===== src/sign_pack_tile_transpose_macros.svh =====
// Assertion macros shared by the sign pack / transpose block.
`ifndef SIGN_PACK_TILE_TRANSPOSE_MACROS_SVH
`define SIGN_PACK_TILE_TRANSPOSE_MACROS_SVH

// antecedent and consequent in the same cycle
`define SPT_ASSERT_NOW(lbl, ante, cons, msg) \
	lbl: assert property (@(posedge clk) disable iff (!arst_n) (ante) |-> (cons)) \
		else $error(msg);

// consequent in the next cycle
`define SPT_ASSERT_NEXT(lbl, ante, cons, msg) \
	lbl: assert property (@(posedge clk) disable iff (!arst_n) (ante) |=> (cons)) \
		else $error(msg);

// consequent in a later cycle than the antecedent
`define SPT_ASSERT_LATER2(lbl, ante, cons, msg) \
	lbl: assert property (@(posedge clk) disable iff (!arst_n) (ante) |-> ##2 (cons)) \
		else $error(msg);

`endif


===== src/spt_pkg.sv =====
// Package: shared constants and types of the sign pack / transpose block.
`default_nettype none
package spt_pkg;

	localparam int TILE_SIZE_DEF   = 32;
	localparam int SAMPLE_BITS_DEF = 32;

	localparam int DIM_W     = 16;
	localparam int OUT_COL_W = 11;

	localparam logic [DIM_W-1:0] DIM_RESET = 16'd32;

	// register indexes (paddr[2])
	localparam logic [0:0] REG_NUM_ROWS = 1'b0;
	localparam logic [0:0] REG_NUM_COLS = 1'b1;

	typedef enum logic [2:0] {
		ST_RUN   = 3'b001,
		ST_FLUSH = 3'b010,
		ST_DRAIN = 3'b100
	} state_t;

	typedef struct packed {
		logic rd_en;
		logic wr_en;
		logic clr_all;
	} store_ctl_t;

endpackage
`default_nettype wire


===== src/spt_store.sv =====
// Sign store: one memory entry per tile column, valid bits, write-to-read forwarding.
`default_nettype none
module spt_store import spt_pkg::*; #(
	parameter int TILE_SIZE = TILE_SIZE_DEF
) (
	input  wire logic                         clk,
	input  wire logic                         arst_n,
	input  wire store_ctl_t                   ctl,
	input  wire logic [$clog2(TILE_SIZE)-1:0] rd_addr,
	input  wire logic [$clog2(TILE_SIZE)-1:0] wr_addr,
	input  wire logic [TILE_SIZE-1:0]         wr_data,
	output logic      [TILE_SIZE-1:0]         rd_word
);

	logic [TILE_SIZE-1:0] mem [TILE_SIZE];
	logic [TILE_SIZE-1:0] mem_q;
	logic [TILE_SIZE-1:0] fwd_q;
	logic [TILE_SIZE-1:0] vld_q;
	logic                 fwd_hit_q;
	logic                 vld_rd_q;

	always_ff @(posedge clk) begin
		if (ctl.wr_en) begin
			mem[wr_addr] <= wr_data;
		end
		if (ctl.rd_en) begin
			mem_q <= mem[rd_addr];
			fwd_q <= wr_data;
		end
	end

	// read-first memory: a write at the read edge is taken from fwd_q
	always_ff @(posedge clk or negedge arst_n) begin
		if (!arst_n) begin
			vld_q     <= '0;
			fwd_hit_q <= 1'b0;
			vld_rd_q  <= 1'b0;
		end else begin
			if (ctl.rd_en) begin
				fwd_hit_q <= ctl.wr_en && (wr_addr == rd_addr);
				vld_rd_q  <= vld_q[rd_addr];
			end
			if (ctl.clr_all) begin
				vld_q <= '0;
			end else if (ctl.wr_en) begin
				vld_q[wr_addr] <= 1'b1;
			end
		end
	end

	assign rd_word = fwd_hit_q ? fwd_q : (vld_rd_q ? mem_q : '0);

endmodule
`default_nettype wire


===== src/spt_ctrl.sv =====
// Control: tile positions, block counters, read-modify-write path and column drain.
`default_nettype none
module spt_ctrl import spt_pkg::*; #(
	parameter int TILE_SIZE = TILE_SIZE_DEF
) (
	input  wire logic                         clk,
	input  wire logic                         arst_n,
	input  wire logic                         restart,
	input  wire logic [DIM_W-1:0]             nr_eff,
	input  wire logic [DIM_W-1:0]             nc_eff,
	input  wire logic                         item_valid,
	output logic                              item_stall,
	input  wire logic                         item_neg,
	input  wire logic                         out_free,
	input  wire logic [TILE_SIZE-1:0]         rd_word,
	output store_ctl_t                        st_ctl,
	output logic      [$clog2(TILE_SIZE)-1:0] rd_addr,
	output logic      [$clog2(TILE_SIZE)-1:0] wr_addr,
	output logic      [TILE_SIZE-1:0]         wr_data,
	output logic                              out_load,
	output logic      [TILE_SIZE-1:0]         out_word_d,
	output logic      [DIM_W-1:0]             out_row_d,
	output logic      [OUT_COL_W-1:0]         out_col_d,
	output logic                              out_last_d
);

	localparam int POS_W  = $clog2(TILE_SIZE);
	localparam int CNT_W  = POS_W + 1;
	localparam int BLK_W  = $clog2((65535 + TILE_SIZE - 1) / TILE_SIZE);
	localparam int PROD_W = BLK_W + POS_W + 1;

	// valid lines of block blk in a dimension of size total
	function automatic logic [CNT_W-1:0] span(input logic [DIM_W-1:0] total,
	                                          input logic [BLK_W-1:0] blk);
		logic [PROD_W-1:0] start;
		logic [PROD_W-1:0] rem;
		start = PROD_W'(blk) * PROD_W'(TILE_SIZE);
		rem   = PROD_W'(total) - start;
		if (start >= PROD_W'(total)) begin
			span = CNT_W'(1);
		end else if (rem < PROD_W'(TILE_SIZE)) begin
			span = rem[CNT_W-1:0];
		end else begin
			span = CNT_W'(TILE_SIZE);
		end
	endfunction

	state_t            state_q, state_d;
	logic [POS_W-1:0]  col_q, row_q;
	logic [BLK_W-1:0]  rb_q, cb_q;
	logic [CNT_W-1:0]  drain_idx_q;
	logic              pend_q;
	logic [POS_W-1:0]  pend_idx_q;

	logic              vld_s1, neg_s1;
	logic [POS_W-1:0]  col_s1, row_s1;

	logic [CNT_W-1:0]  rows_here, cols_here;
	logic              accept, col_end, row_end, tile_end;
	logic              drain_rd, drain_done;
	logic [BLK_W:0]    rb_inc, cb_inc;
	logic              rb_wrap, cb_wrap;
	logic [PROD_W-1:0] out_row_full;

	assign rows_here = span(nr_eff, rb_q);
	assign cols_here = span(nc_eff, cb_q);

	assign item_stall = (state_q != ST_RUN);
	assign accept     = item_valid && !item_stall;
	assign col_end    = !(CNT_W'(col_q) + CNT_W'(1) < cols_here);
	assign row_end    = !(CNT_W'(row_q) + CNT_W'(1) < rows_here);
	assign tile_end   = accept && col_end && row_end;

	assign drain_rd   = (state_q == ST_DRAIN) && (drain_idx_q < cols_here)
	                    && (!pend_q || out_free);
	assign drain_done = (state_q == ST_DRAIN) && (drain_idx_q == cols_here) && !pend_q;
	assign out_load   = (state_q == ST_DRAIN) && pend_q && out_free;

	assign rb_inc  = {1'b0, rb_q} + (BLK_W+1)'(1);
	assign cb_inc  = {1'b0, cb_q} + (BLK_W+1)'(1);
	assign rb_wrap = PROD_W'(rb_inc) * PROD_W'(TILE_SIZE) >= PROD_W'(nr_eff);
	assign cb_wrap = PROD_W'(cb_inc) * PROD_W'(TILE_SIZE) >= PROD_W'(nc_eff);

	// store port
	assign st_ctl.rd_en   = accept || drain_rd;
	assign st_ctl.wr_en   = vld_s1;
	assign st_ctl.clr_all = restart || drain_done;
	assign rd_addr = (state_q == ST_DRAIN) ? drain_idx_q[POS_W-1:0] : col_q;
	assign wr_addr = col_s1;
	assign wr_data = rd_word
	                 | (neg_s1 ? '0 : (TILE_SIZE'(1) << (POS_W'(TILE_SIZE - 1) - row_s1)));

	// drain word
	assign out_row_full = PROD_W'(cb_q) * PROD_W'(TILE_SIZE) + PROD_W'(pend_idx_q);
	assign out_word_d   = rd_word;
	assign out_row_d    = out_row_full[DIM_W-1:0];
	assign out_col_d    = OUT_COL_W'(rb_q);
	assign out_last_d   = (CNT_W'(pend_idx_q) + CNT_W'(1) == cols_here);

	always_comb begin
		state_d = state_q;
		unique case (state_q)
			ST_RUN:   if (tile_end) state_d = ST_FLUSH;
			ST_FLUSH: state_d = ST_DRAIN;
			ST_DRAIN: if (drain_done) state_d = ST_RUN;
			default:  state_d = ST_RUN;
		endcase
	end

	always_ff @(posedge clk) begin
		col_s1 <= col_q;
		row_s1 <= row_q;
		neg_s1 <= item_neg;
		if (drain_rd) begin
			pend_idx_q <= drain_idx_q[POS_W-1:0];
		end
	end

	always_ff @(posedge clk or negedge arst_n) begin
		if (!arst_n) begin
			state_q     <= ST_RUN;
			col_q       <= '0;
			row_q       <= '0;
			rb_q        <= '0;
			cb_q        <= '0;
			drain_idx_q <= '0;
			pend_q      <= 1'b0;
			vld_s1      <= 1'b0;
		end else begin
			vld_s1 <= accept;
			if (restart) begin
				state_q     <= ST_RUN;
				col_q       <= '0;
				row_q       <= '0;
				rb_q        <= '0;
				cb_q        <= '0;
				drain_idx_q <= '0;
				pend_q      <= 1'b0;
			end else begin
				state_q <= state_d;
				if (accept) begin
					if (!col_end) begin
						col_q <= col_q + POS_W'(1);
					end else begin
						col_q <= '0;
						row_q <= row_end ? '0 : row_q + POS_W'(1);
					end
				end
				if (drain_rd) begin
					drain_idx_q <= drain_idx_q + CNT_W'(1);
					pend_q      <= 1'b1;
				end else if (out_load) begin
					pend_q <= 1'b0;
				end
				if (drain_done) begin
					drain_idx_q <= '0;
					if (rb_wrap) begin
						rb_q <= '0;
						cb_q <= cb_wrap ? '0 : cb_inc[BLK_W-1:0];
					end else begin
						rb_q <= rb_inc[BLK_W-1:0];
					end
				end
			end
		end
	end

endmodule
`default_nettype wire


===== src/sign_pack_tile_transpose.sv =====
// Top level: sign binarize, bit pack and transpose of a matrix in square tiles.
//
//   channel   direction  handshake               words
//   sample    in         in_valid / in_stall     sample_value
//   result    out        out_valid / out_stall   packed_word, out_row, out_col, tile_last
//   config    in/out     APB (psel, penable)     num_rows @0x0, num_cols @0x4
//
// Cycles: one sample word a cycle inside a tile (read-modify-write of the column
// entry, forwarded when the same entry is hit on consecutive cycles). After the
// tile's last sample the input stalls through the flush and drain states while the store is
// drained one column word a cycle, longer if out_stall holds the output register.
// Reset: the valid bits of the store clear at once, no clearing pass is needed.
// A config write restarts the matrix at tile (0,0) with an empty store.
`default_nettype none
`include "sign_pack_tile_transpose_macros.svh"
module sign_pack_tile_transpose import spt_pkg::*; #(
	parameter int TILE_SIZE   = TILE_SIZE_DEF,
	parameter int SAMPLE_BITS = SAMPLE_BITS_DEF
) (
	input  wire logic                   clk,
	input  wire logic                   arst_n,
	// sample channel
	input  wire logic                   in_valid,
	output logic                        in_stall,
	input  wire logic [SAMPLE_BITS-1:0] sample_value,
	// result channel
	output logic                        out_valid,
	input  wire logic                   out_stall,
	output logic      [TILE_SIZE-1:0]   packed_word,
	output logic      [DIM_W-1:0]       out_row,
	output logic      [OUT_COL_W-1:0]   out_col,
	output logic                        tile_last,
	// config port
	input  wire logic                   psel,
	input  wire logic                   penable,
	input  wire logic                   pwrite,
	input  wire logic [2:0]             paddr,
	input  wire logic [31:0]            pwdata,
	output logic      [31:0]            prdata,
	output logic                        pready
);

	localparam int POS_W = $clog2(TILE_SIZE);

	// config registers
	logic [DIM_W-1:0] num_rows_q, num_cols_q;
	logic [DIM_W-1:0] nr_eff, nc_eff;
	logic             cfg_wr;

	// store interface
	store_ctl_t           st_ctl;
	logic [POS_W-1:0]     rd_addr, wr_addr;
	logic [TILE_SIZE-1:0] wr_data, rd_word;

	// output register
	logic                 out_free, out_load;
	logic [TILE_SIZE-1:0] out_word_d;
	logic [DIM_W-1:0]     out_row_d;
	logic [OUT_COL_W-1:0] out_col_d;
	logic                 out_last_d;
	logic                 out_valid_q;
	logic [TILE_SIZE-1:0] packed_word_q;
	logic [DIM_W-1:0]     out_row_q;
	logic [OUT_COL_W-1:0] out_col_q;
	logic                 tile_last_q;

	assign pready = 1'b1;
	assign cfg_wr = psel && penable && pwrite;
	assign prdata = 32'((paddr[2] == REG_NUM_COLS) ? num_cols_q : num_rows_q);

	always_ff @(posedge clk or negedge arst_n) begin
		if (!arst_n) begin
			num_rows_q <= DIM_RESET;
			num_cols_q <= DIM_RESET;
		end else if (cfg_wr) begin
			if (paddr[2] == REG_NUM_ROWS) begin
				num_rows_q <= pwdata[DIM_W-1:0];
			end else begin
				num_cols_q <= pwdata[DIM_W-1:0];
			end
		end
	end

	// zero means one
	assign nr_eff = (num_rows_q == '0) ? DIM_W'(1) : num_rows_q;
	assign nc_eff = (num_cols_q == '0) ? DIM_W'(1) : num_cols_q;

	spt_ctrl #(
		.TILE_SIZE (TILE_SIZE)
	) u_ctrl (
		.clk        (clk),
		.arst_n     (arst_n),
		.restart    (cfg_wr),
		.nr_eff     (nr_eff),
		.nc_eff     (nc_eff),
		.item_valid (in_valid),
		.item_stall (in_stall),
		.item_neg   (sample_value[SAMPLE_BITS-1]),
		.out_free   (out_free),
		.rd_word    (rd_word),
		.st_ctl     (st_ctl),
		.rd_addr    (rd_addr),
		.wr_addr    (wr_addr),
		.wr_data    (wr_data),
		.out_load   (out_load),
		.out_word_d (out_word_d),
		.out_row_d  (out_row_d),
		.out_col_d  (out_col_d),
		.out_last_d (out_last_d)
	);

	spt_store #(
		.TILE_SIZE (TILE_SIZE)
	) u_store (
		.clk     (clk),
		.arst_n  (arst_n),
		.ctl     (st_ctl),
		.rd_addr (rd_addr),
		.wr_addr (wr_addr),
		.wr_data (wr_data),
		.rd_word (rd_word)
	);

	// output register; refilled in the cycle the consumer takes the old word
	assign out_free = !out_valid_q || !out_stall;

	always_ff @(posedge clk or negedge arst_n) begin
		if (!arst_n) begin
			out_valid_q <= 1'b0;
		end else if (out_load) begin
			out_valid_q <= 1'b1;
		end else if (!out_stall) begin
			out_valid_q <= 1'b0;
		end
	end

	always_ff @(posedge clk) begin
		if (out_load) begin
			packed_word_q <= out_word_d;
			out_row_q     <= out_row_d;
			out_col_q     <= out_col_d;
			tile_last_q   <= out_last_d;
		end
	end

	assign out_valid   = out_valid_q;
	assign packed_word = packed_word_q;
	assign out_row     = out_row_q;
	assign out_col     = out_col_q;
	assign tile_last   = tile_last_q;

	// a held word is never overwritten
	`SPT_ASSERT_NOW(a_no_overwrite, out_load, !(out_valid && out_stall), "held word overwritten")
	// every accepted sample is written back the next cycle
	`SPT_ASSERT_NEXT(a_rmw_write, in_valid && !in_stall, st_ctl.wr_en, "sample write lost")
	// the input reopens after the tile's last word is loaded, once the drain ends and the state returns to run
	`SPT_ASSERT_LATER2(a_reopen, out_load && out_last_d, !in_stall, "input not reopened")

endmodule
`default_nettype wire

===== config.mk =====
export PLATFORM = sky130hd
export DESIGN_NAME = sign_pack_tile_transpose
export DESIGN_NICKNAME = d
export VERILOG_FILES = /design/src/spt_pkg.sv /design/src/spt_store.sv /design/src/spt_ctrl.sv /design/src/sign_pack_tile_transpose.sv
export VERILOG_INCLUDE_DIRS = /design/src /design/src/src
export SDC_FILE = /design/constraint.sdc
export NUM_CORES = 2
export LEC_CHECK = 0
export CAP_MARGIN = 20
export CORE_ASPECT_RATIO = 1.5
export CORE_MARGIN = 1.5
export CORE_UTILIZATION = 40
export CTS_CLUSTER_DIAMETER = 60
export DETAILED_ROUTE_END_ITERATION = 10
export DONT_BUFFER_PORTS = 1
export PLACE_DENSITY = 0.59
export SLEW_MARGIN = 20
export SYNTH_ARGS = -nofsm -noshare
export SYNTH_HDL_FRONTEND = slang
export SYNTH_SLANG_ARGS = --single-unit

===== constraint.sdc =====
create_clock -name clk -period 6.77 [get_ports clk]
set_clock_uncertainty 0.1 [all_clocks]
set_input_delay 0.3385 -clock clk [delete_from_list [all_inputs] [get_ports clk]]
set_output_delay 0.3385 -clock clk [all_outputs]
set_load 0.1 [all_outputs]

==> results.yml <==
timing:
  tns_ps: 0
  slew_headroom_pct: 25.13
  slew_viol_final: 0
  fmax_ghz: 0.1769
  rsz0062_at_grt: "no"
  hold_viol: 0
  holdWs_ps: 66.19
  fin_crit_sh_pct: 83.50
  setup_violations: 0
  fin_crit_ps: 5653
  worstMarginPinSlew_ps: 1123
clocking:
  clockBufferDepth: 3
  clk_latency_ps: 730
  cts_sinks: 1274
  htree_levels: 3
  cts_resized: 0
  cts_root_buf: "clkbuf_16"
  cts_tree: "done"
  cts_buffers: 113
  cts.clk_slew.worst_paths_ps: 70
  cts_setup_buffers: 0
  postCtsHoldBufs: 23
power:
  peakVddDrop_v: 0.0003286
  p_leak_nw: 20.21
  power_density_nw_per_um2: 420.4
min_path:
  hold_path_depth: 1
  holdPathEnd: "u_ctrl.neg_s1"
  holdCritStartpoint: "sample_value[31]"
  hold_class: "in2reg"
synthesis:
  synthCells: 3972
  ys_seq_area_share_pct: 70.34
  synth_seq_cells: 1274
  synth_ff_type: "edfxtp_1"
  synth_edf_count: 1153
  avgSynthCellArea_um2: 13.46
  syn_area_um2: 53460
  ys_warn_count: 0
  yosysUniqueCellTypes: 75
  async_reset_ff_share_pct: 8.634
final_layout:
  area_growth_pct: 11.93
  final_cell_mix: "edfxtp_1 (1,153), nand2_1 (601), a211oi_1 (367), and2_1 (262), a31oi_1 (138)"
  utilization_pct: 45.00
  layout_commonest_cell: "edfxtp_1"
  layout-drive-gt1-share_pct: 9.594
  fin_area_um2: 59830
  nets: 4042
setup_path:
  rr_endpoint: "u_store.mem_q[10]"
  reg2reg_depth: 19
  r2r_start: "u_ctrl.cb_q[9]"
  worstSetupPathType: "reg2reg"
  worst_setup_path_end_kind: "register"
  startpoint_type: "register"
  regToRegSetupSlack_ps: 1120
  required_ps: 7050
  arrival_ps: 5940
  path_max_fanout: 64
route:
  dr.pass1.iters: 6
  drt_drc_violations_left: 0
  ant_nets: 0
  wl_mm: 147.0
  wl_per_cell_um: 25.63
  vias: 32860
  drt_iter0_drc: 2953
  via_per_inst: 5.729
global_route:
  antenna_found_initial: 1
  overflow: 0
  grt_pass1_vias: 31790
  grt_pass1_wl_mm: 212.9
  grt_max_degree: 185
  grt.total_usage_pct: 21.28
floorplan:
  die_area_um2: 135900
  die_x_um: 301.5
  ioPinCount: 169
  rows: 164
  start_util_pct: 40.20
  die_h_um: 450.7
  core-area_um2: 133000
flow_run:
  maxCapViolations: 0
place:
  dp_hpwl_mm: 80.14
  portBuffers: 0
  place_area_um2: 55700
  globalplace.congestion: 0.8774
outcome:
  status: "complete, no violations"
==> cells by family (layout without fill, tap and decap cells) <==
| group | after synthesis | after routing | share of synthesized area, % |
|---|---|---|---|
| flip-flops | 1274 | 1274 | 70.34 |
| AND/OR/NAND/NOR | 1183 | 1183 | 10.34 |
| AO/OA/AOI/OAI | 995 | 995 | 13.33 |
| buffers and inverters | 356 | 361 | 2.640 |
| adder cells (fa/ha/maj) | 66 | 66 | 1.559 |
| multiplexers | 50 | 50 | 1.030 |
| XOR/XNOR | 46 | 46 | 0.7537 |
| other | 2 | 18 | 0.01405 |
==> sequential cells by signal (all words and copies together) (netlist names), 3 cells and up <==
name                count
u_ctrl.drain_idx_q      6
u_store.mem          1024
out_col                11
num_cols_q             16
u_ctrl.wr_addr          5
u_ctrl.out_col_d       11
u_ctrl.pend_idx_q       5
u_ctrl.col_q            5
u_store.fwd_q          32
u_store.mem_q          32
num_rows_q             16
packed_word            32
u_store.vld_q          32
u_ctrl.cb_q            11
u_ctrl.state_q          3
u_ctrl.row_q            5
u_ctrl.row_s1           5
out_row                16
==> cell type report <==
cell class              count  area, µm²
well taps                1743       2181
clock inverters            60      726.9
repair buffers            100      963.4
diodes                      1      2.502
fillers                 11700      73140
clock buffers             145       3058
flip-flops and latches   1274      37600
multi-input cells        2357      15090
inverters                  56      211.5
==> through the flow <==
step / setup WS (ps) / total power, mW / std cells
3_5_place_dp: 1121 / 18.59 / 5507
6_report: 1117 / 25.16 / 5736
4_1_cts: 1118 / 25.25 / 5735
5_1_grt: 680.8 / 26.20 / 5736
3_3_place_gp: 1150 / 18.47 / 5507
2_1_floorplan: 903.0 / 15.97 / 3987
==> metal layers <==
layer | track usage (%) | up-vias | share of wire, %
li1 | - | 14930 | -
met1 | 25.46 | 16620 | 38
met2 | 37.08 | 1019 | 51
met3 | 3.155 | 294 | 5.8
met4 | 10.73 | 0 | 5.3
met5 | 0 | - | 0
==> power breakdown <==
group / internal (mW) / leakage, nW / switching, mW
logic: 2.08 / 6.20 / 5.37
registers: 10.7 / 12.1 / 0.361
clock network: 3.77 / 1.87 / 2.89
total: 16.5 / 20.2 / 8.63
==> worst max path at each step <==
stage / slack [ps] / depth (start not counted) / from / endpoint
after CTS: 1120 / 19 / num_cols_q[5] / u_store.mem_q[10]
after detailed placement: 1120 / 20 / u_ctrl.cb_q[5] / u_store.mem_q[24]
after global placement: 1150 / 19 / num_cols_q[13] / u_store.mem_q[6]
final: 1120 / 19 / u_ctrl.cb_q[9] / u_store.mem_q[10]
after floorplan: 900 / 19 / num_cols_q[10] / u_store.fwd_q[0]
after global routing: 680 / 19 / u_ctrl.cb_q[8] / u_store.fwd_q[10]
==> worst max-delay path, cell delays in order, from the launching register on <==
cell	delay, ps
dfrtp_1	400
inv_1	120
ha_1	420
and3_1	250
a211oi_1	100
or4_4	560
a2111oi_4	340
nand4_4	230
nor3b_1	490
nand2_1	170
ha_1	310
nor2b_1	130
o21a_1	160
o21a_1	170
o21bai_1	120
nand4_1	190
inv_1	390
nor2_1	190
clkinv_2	100
buf_12	280
==> synth_stat cells (54+ instances only) <==
cell type	number	area share [%]
edfxtp_1	1153	65
a311oi_1	133	2.2
inv_1	55	0.39
dfrtp_1	107	5.0
and2_1	262	3.1
a211oi_1	367	5.2
nand2_1	602	4.2
a31oi_1	138	1.6
a21oi_1	131	1.2
o21ai_0	54	0.51
clkbuf_1	265	1.9
ha_1	65	1.5
nor2_1	145	1.0
Note: power is estimated with default switching activity, not from simulation.
